$ cat src/rtl/amstk_pkg.sv
`timescale 1ns / 1ps
// ----------------------------------------------------------------------------
// amstk_pkg
// Shared types, codes and arithmetic helpers for the 2D affine matrix stack.
// ----------------------------------------------------------------------------
package amstk_pkg;

    // sizing
    localparam int STACK_DEPTH = 16;
    localparam int FRAC_BITS   = 16;
    localparam int LEVEL_W     = $clog2(STACK_DEPTH + 1);
    localparam int ADDR_W      = (STACK_DEPTH > 1) ? $clog2(STACK_DEPTH) : 1;
    localparam int PROD_W      = 64 - FRAC_BITS;
    localparam int SUM_W       = PROD_W + 2;

    // item kinds
    localparam logic [2:0] KIND_PUSH = 3'd0;
    localparam logic [2:0] KIND_POP  = 3'd1;
    localparam logic [2:0] KIND_MUL  = 3'd2;
    localparam logic [2:0] KIND_TPT  = 3'd3;
    localparam logic [2:0] KIND_TVEC = 3'd4;

    // status codes
    localparam logic [1:0] STATUS_OK        = 2'd0;
    localparam logic [1:0] STATUS_OVERFLOW  = 2'd1;
    localparam logic [1:0] STATUS_UNDERFLOW = 2'd2;

    // operand selects for the multiplier bank
    localparam logic [1:0] SEL_AB = 2'd0;
    localparam logic [1:0] SEL_CD = 2'd1;
    localparam logic [1:0] SEL_XY = 2'd2;

    localparam logic signed [31:0] FX_ONE = 32'sd1 <<< FRAC_BITS;

    typedef struct packed {
        logic [2:0]         kind;
        logic signed [31:0] coef_a;
        logic signed [31:0] coef_b;
        logic signed [31:0] coef_c;
        logic signed [31:0] coef_d;
        logic signed [31:0] off_x;
        logic signed [31:0] off_y;
    } in_item_t;

    typedef struct packed {
        logic signed [31:0] out_x;
        logic signed [31:0] out_y;
        logic [1:0]         status;
    } out_item_t;

    typedef struct packed {
        logic signed [31:0] a;
        logic signed [31:0] b;
        logic signed [31:0] c;
        logic signed [31:0] d;
        logic signed [31:0] tx;
        logic signed [31:0] ty;
    } mat_t;

    localparam mat_t MAT_IDENTITY = '{a: FX_ONE, b: 32'sd0, c: 32'sd0, d: FX_ONE,
                                      tx: 32'sd0, ty: 32'sd0};

    // controller to datapath
    typedef struct packed {
        logic       load;
        logic       prod_en;
        logic [1:0] prod_sel;
        logic       sum_store;
        logic       commit;
        logic       push_write;
        logic       pop_read;
        logic       pop_load;
        logic       emit;
        logic       emit_xy;
        logic [1:0] emit_status;
    } ctrl_cmd_t;

    // datapath to controller
    typedef struct packed {
        logic [2:0] kind;
        logic       full;
        logic       empty;
    } dp_stat_t;

    // clamp a wide sum to the signed 32-bit range
    function automatic logic signed [31:0] sat32(input logic signed [SUM_W-1:0] v);
        logic signed [31:0] r;
        begin
            if (!v[SUM_W-1] && (|v[SUM_W-2:31]))
            begin
                r = 32'sh7FFF_FFFF;
            end
            else if (v[SUM_W-1] && !(&v[SUM_W-2:31]))
            begin
                r = 32'sh8000_0000;
            end
            else
            begin
                r = v[31:0];
            end
            return r;
        end
    endfunction

endpackage

$ cat src/rtl/amstk_ctrl.sv
`timescale 1ns / 1ps
// ----------------------------------------------------------------------------
// amstk_ctrl
// Controller: decodes the latched item and sequences the datapath through
// stack access, product passes and result emission.
// ----------------------------------------------------------------------------
module amstk_ctrl (
    input  logic                   clk,
    input  logic                   rst_n,
    input  logic                   start,
    output logic                   busy,
    input  amstk_pkg::dp_stat_t    stat,
    output amstk_pkg::ctrl_cmd_t   cmd
);

    import amstk_pkg::*;

    typedef enum logic [1:0] {
        ST_IDLE,
        ST_DECODE,
        ST_SUM,
        ST_POP_WAIT
    } state_t;

    state_t     state_reg;
    state_t     state_next;
    logic [1:0] pass_reg;
    logic [1:0] pass_next;
    logic       busy_reg;
    logic       busy_next;

    // next state and datapath commands
    always_comb
    begin
        state_next = state_reg;
        pass_next  = pass_reg;
        cmd        = '0;
        case (state_reg)
            ST_IDLE:
            begin
                if (start)
                begin
                    cmd.load   = 1'b1;
                    state_next = ST_DECODE;
                end
            end
            ST_DECODE:
            begin
                case (stat.kind)
                    KIND_PUSH:
                    begin
                        cmd.emit = 1'b1;
                        if (stat.full)
                        begin
                            cmd.emit_status = STATUS_OVERFLOW;
                        end
                        else
                        begin
                            cmd.push_write  = 1'b1;
                            cmd.emit_status = STATUS_OK;
                        end
                        state_next = ST_IDLE;
                    end
                    KIND_POP:
                    begin
                        if (stat.empty)
                        begin
                            cmd.emit        = 1'b1;
                            cmd.emit_status = STATUS_UNDERFLOW;
                            state_next      = ST_IDLE;
                        end
                        else
                        begin
                            cmd.pop_read = 1'b1;
                            state_next   = ST_POP_WAIT;
                        end
                    end
                    KIND_MUL:
                    begin
                        cmd.prod_en  = 1'b1;
                        cmd.prod_sel = SEL_AB;
                        pass_next    = SEL_AB;
                        state_next   = ST_SUM;
                    end
                    KIND_TPT, KIND_TVEC:
                    begin
                        cmd.prod_en  = 1'b1;
                        cmd.prod_sel = SEL_XY;
                        pass_next    = SEL_XY;
                        state_next   = ST_SUM;
                    end
                    default:
                    begin
                        cmd.emit        = 1'b1;
                        cmd.emit_status = STATUS_OK;
                        state_next      = ST_IDLE;
                    end
                endcase
            end
            ST_SUM:
            begin
                if (stat.kind == KIND_MUL)
                begin
                    if (pass_reg != SEL_XY)
                    begin
                        // keep this pass and start the next one
                        cmd.sum_store = 1'b1;
                        cmd.prod_en   = 1'b1;
                        cmd.prod_sel  = pass_reg + 2'd1;
                        pass_next     = pass_reg + 2'd1;
                    end
                    else
                    begin
                        cmd.commit      = 1'b1;
                        cmd.emit        = 1'b1;
                        cmd.emit_status = STATUS_OK;
                        state_next      = ST_IDLE;
                    end
                end
                else
                begin
                    cmd.emit        = 1'b1;
                    cmd.emit_xy     = 1'b1;
                    cmd.emit_status = STATUS_OK;
                    state_next      = ST_IDLE;
                end
            end
            ST_POP_WAIT:
            begin
                cmd.pop_load    = 1'b1;
                cmd.emit        = 1'b1;
                cmd.emit_status = STATUS_OK;
                state_next      = ST_IDLE;
            end
            default:
            begin
                state_next = ST_IDLE;
            end
        endcase
        busy_next = (state_next != ST_IDLE);
    end

    // state and registered outputs
    always_ff @(posedge clk or negedge rst_n)
    begin
        if (!rst_n)
        begin
            state_reg <= ST_IDLE;
            pass_reg  <= 2'd0;
            busy_reg  <= 1'b0;
        end
        else
        begin
            state_reg <= state_next;
            pass_reg  <= pass_next;
            busy_reg  <= busy_next;
        end
    end

    assign busy = busy_reg;

endmodule

$ cat config.mk
export PLATFORM = sky130hd
export DESIGN_NAME = amstk_ctrl
export DESIGN_NICKNAME = d
export VERILOG_FILES = /design/src/rtl/amstk_pkg.sv /design/src/rtl/amstk_ctrl.sv
export SDC_FILE = /design/constraint.sdc
export NUM_CORES = 1
export LEC_CHECK = 0
export ABC_AREA = 1
export BUFFER_PORTS_ARGS = -buffer_cell sky130_fd_sc_hd__buf_2
export CORE_AREA = 2 2 39 41
export CTS_CLUSTER_DIAMETER = 200
export DETAILED_ROUTE_END_ITERATION = 6
export DIE_AREA = 0 0 41 43
export PLACE_DENSITY = 0.7
export SLEW_MARGIN = 10
export SYNTH_ARGS = -nofsm -noshare
export SYNTH_HDL_FRONTEND = slang
export SYNTH_SLANG_ARGS = --single-unit
$ cat constraint.sdc
create_clock -name clk -period 3.9 [get_ports clk]
set_input_delay 0.78 -clock clk [delete_from_list [all_inputs] [get_ports clk]]
set_output_delay 0.78 -clock clk [all_outputs]
set_load 0.02 [all_outputs]
# Yosys cells after proc, flatten, opt, wreduce, memory -nomap -nowiden
# Index checks and enable logic that the tools add are counted.
[word_totals]
memories = 0
wordCells = 56
input_bits = 8
ramBits = 0
regBits = 5
mem_bits_ro = 0
latch_bits = 0
output_inout_bits = 14
[classes]
div = 0
mul = 0
n_bitwise = 0
muxes = 34
n_lt_le_gt_ge = 0
eq_ne = 11
n_reduce_logical = 7
shift = 0
addsub = 1
[op_table]
columns = ["cell", "count"]
rows = [
  ["2-bit 2-to-1 mux", 10],
  ["2-bit one-hot mux with 2 select lines", 4],
  ["1-bit 2-to-1 mux", 13],
  ["3-bit one-hot mux with 2 select lines", 2],
  ["2-bit one-hot mux with 4 select lines", 1],
  ["3-bit by 2-bit equality test with 1-bit output, second input constant", 2],
  ["2-bit != test, second input constant", 3],
  ["5-bit 2-to-1 mux", 1],
  ["2-bit equality test, second input constant", 2],
  ["4-bit 2-to-1 mux", 1],
  ["4-bit AND reduction", 1],
  ["2-bit nonzero test", 2],
  ["3-bit by 1-bit equality test with 1-bit output, second input constant", 1],
  ["3-bit equality test, second input constant", 1],
  ["3-bit logical NOT", 1],
  ["3-bit by 2-bit != test with 1-bit output, second input constant", 1],
  ["1-bit one-hot mux with 3 select lines", 1],
  ["3-bit OR reduction", 1],
  ["2-bit by 1-bit adder with 2-bit output, second input constant", 1],
  ["2-bit by 1-bit equality test with 1-bit output, second input constant", 1],
  ["2-bit logical NOT", 1],
  ["1-bit one-hot mux with 2 select lines", 1],
  ["2-bit OR reduction", 1],
]

# Longest topological paths before layout
[logic_depth]
depth_word = 5
depth_mapped = 9
ltp_nobuf = 9

# Worst setup path after synthesis
# No wires, ideal clock.
[synth_timing]
kind = "input-to-output"
from = "input stat[4] in the netlist's numbering"
to = "output cmd[10] in the netlist's numbering"
setup_slack_ps = 1638
t_arrival_ps = 1482
path_buffers = 0
cell_stages = 5
required_time_ps = 3120
path_cell_list = "inv_2 -> nand2_2 -> nor2_4 -> nand3_1 -> a21oi_1"
[synth_rtl]
columns = ["item", "line", "source"]
rows = [
  ["start: declaration", "amstk_ctrl.sv:12", "input amstk_pkg::dp_stat_t stat,"],
  ["end: declaration", "amstk_ctrl.sv:13", "output amstk_pkg::ctrl_cmd_t cmd"],
]

==> qor.yml <==
setup_path:
  endpoint_kind: "output pin"
  r2r-start: "state_reg[0]"
  regToRegSetupSlack_ps: 2300
  path_max_fanout: 6
  rr_worst_depth: 9
  worstPathArrival_ps: 1790
  start_kind: "flop"
  r2r_end: "pass_reg[0]"
  required_ps: 3120
  crit_type: "flop to output pin"
clock_network:
  cts.sinks: 5
  cts_setup_buffers: 0
  clkTransAtPathRegs_ps: 40
  cts_buffers: 3
  cts_buffer_depth: 2
  cts-root-buf: "clkbuf_4"
  tritoncts: "built"
  cts_max_level: 1
  ctsResizeCount: 0
  clk-insertion-delay-late_ps: 240
  postCtsHoldBufs: 0
logic_synthesis:
  syn_inst: 87
  ys_ff_latch: 5
  netlist.area_leader.share: 0.2160
  synth_cell_type_count: 19
  yosys.area.top_type: "dfrtp_1"
  synth_area_per_cell_sq_um: 6.659
  ys_warn_count: 0
  synth_fp_nets: 103
  yosys-top-cells-area: "dfrtp_1 (22%), ha_1 (17%), inv_1 (10%)"
  netlist_area_sq_um: 579.3
  yosysSeqAreaShare: 0.2160
grt:
  antenna_found_initial: 0
  grt_start_max_net_pins: 9
  grt_pass1_vias: 495
  grt_pass1_wl_microns: 1821
  grtUsageTotal: 0.1466
  overflow: 0
route:
  drc: 0
  antenna_left: 0
  wirelength_microns: 1177
  drtIter0Drc: 9
  routedWlPerCell_microns: 9.268
  firstDrtPassIters: 4
  vias_per_cell: 4.630
  vias: 588
min_path:
  min_path_type: "primary input to async pin"
place:
  place_congestion: 0.7639
  port_buffers: 21
  dpl.hpwl_microns: 1027
sta:
  slew_violations: 0
  relSlewSlack: 0.8119
  finalSetupTns_ps: 0
  setup_viol_count_final: 0
  grt_setup_unrepaired: "no"
  max_freq_mhz: 389.7
  fin_skew_ps: 1.907
  finalHoldViolations: 0
  post-route-period-util: 0.6580
  tightest_slew_ps: 282.1
  hold_slack_ps: 344.8
  period_needed_ps: 2566
power_and_ir_drop:
  power_frac_clock: 0.126
  ir_drop_mv: 0.3413
  cellLeakagePower_nw: 0.4478
  switching_share: 0.5163
  switching_power_mw: 0.2355
  seqPwrFrac: 0.211
  power_density_nw_per_um2: 627.4
  intPower_mw: 0.2206
  power_frac_comb: 0.663
layout:
  layout-drive-gt1-share: 0.3604
  area_delta_synth_final_pct: 25.49
  final_core_util: 0.5253
  n_antenna_cell: 0
  nets: 128
floorplan:
  core_area_sq_um: 1384
  ios: 22
  start_util: 0.4186
  die_w_microns: 41
  num_rows: 14
  dieArea_sq_um: 1763
  fp.dieH_microns: 43
run:
  maxCapViolCount: 0
run_status:
  run_status: "completed"
[power groups by stage]
| stage | logic, mW | clock network, mW | registers (mW) |
|---|---|---|---|
| 5_1_grt | 0.340 | 0.0615 | 0.101 |
| 6_report | 0.302 | 0.0574 | 0.0964 |
| 2_1_floorplan | 0.226 | 0 | 0.0992 |
| 3_3_place_gp | 0.302 | 0 | 0.0971 |
| 4_1_cts | 0.308 | 0.0609 | 0.0967 |
| 3_5_place_dp | 0.307 | 0 | 0.0975 |
[cell usage in the layout (no fill, tap or decap), types with 2 or more instances in the layout]
| cell | netlist | final |
|---|---|---|
| nor2_1 | 6 | 6 |
| ha_1 | 8 | 8 |
| dfrtp_1 | 5 | 5 |
| nand2_1 | 16 | 16 |
| inv_2 | 3 | 3 |
| a21oi_1 | 3 | 3 |
| buf_2 | 0 | 21 |
| nand4_1 | 2 | 2 |
| nor2_2 | 2 | 2 |
| nand2_2 | 7 | 7 |
| nand3_1 | 11 | 11 |
| inv_1 | 16 | 16 |
| clkbuf_4 | 0 | 3 |
[logic make-up (layout without fill, tap and decap cells)]
kind of cell    count (synthesis)  after routing  synth area share
compound gates                  8              8           0.09719
fa+ha+maj                       8              8            0.1728
buf+inv                        20             44            0.1296
flops                           5              5            0.2160
simple gates                   46             46            0.3844
[per-stage QoR]
stage               setup slack (ps)  instances  power (mW)  instance area (sq um)
floorplan                       1638         87      0.3247                  579.3
global placement                1522        123      0.3991                  700.7
detailed placement              1483        123      0.4046                  700.7
CTS                             1327        127      0.4657                  726.9
global route                    1220        127      0.5029                  726.9
finish                          1334        127      0.4561                  726.9
[Yosys cell counts]
master	number
a21oi_2	1
o21bai_2	1
o21ai_1	1
nand3_1	11
a21oi_1	3
nor2_4	1
inv_2	3
clkbuf_1	1
ha_1	8
nand2_2	7
o21bai_1	1
inv_1	16
nand4_1	2
nor3_1	1
nor2_1	6
o21ai_2	1
dfrtp_1	5
nor2_2	2
nand2_1	16
[layout make-up]
| cell class | instances | area [sq um] |
|---|---|---|
| well taps | 16 | 20.02 |
| repair buffers | 21 | 105.1 |
| fillers | 150 | 656.9 |
| flip-flops and latches | 5 | 125.1 |
| clock buffers | 4 | 26.28 |
| multi-input cells | 62 | 379.1 |
| inverters | 19 | 71.32 |
[how the worst max path moves through the flow]
stage                  from  endpoint
6_report       state_reg[0]   cmd[11]
5_1_grt        state_reg[0]   cmd[11]
4_1_cts        state_reg[0]   cmd[11]
3_5_place_dp        stat[4]   cmd[10]
3_3_place_gp        stat[4]   cmd[10]
2_1_floorplan       stat[4]   cmd[10]
[critical path, cell delays in order, from the launching register on]
cell and delay, ps:
dfrtp_1 410, inv_1 130, ha_1 270, inv_1 150, nor2_2 160, nand2_2 90
a21oi_1 150, buf_2 180
[metal layers]
layer,routed length [microns],up-vias,track usage
met1,543,257,0.1908
met2,578,14,0.2344
li1,-,317,-
met5,0,-,0
met4,0,0,0.08000
met3,55,0,0
Note: power is estimated with default switching activity, not from simulation.
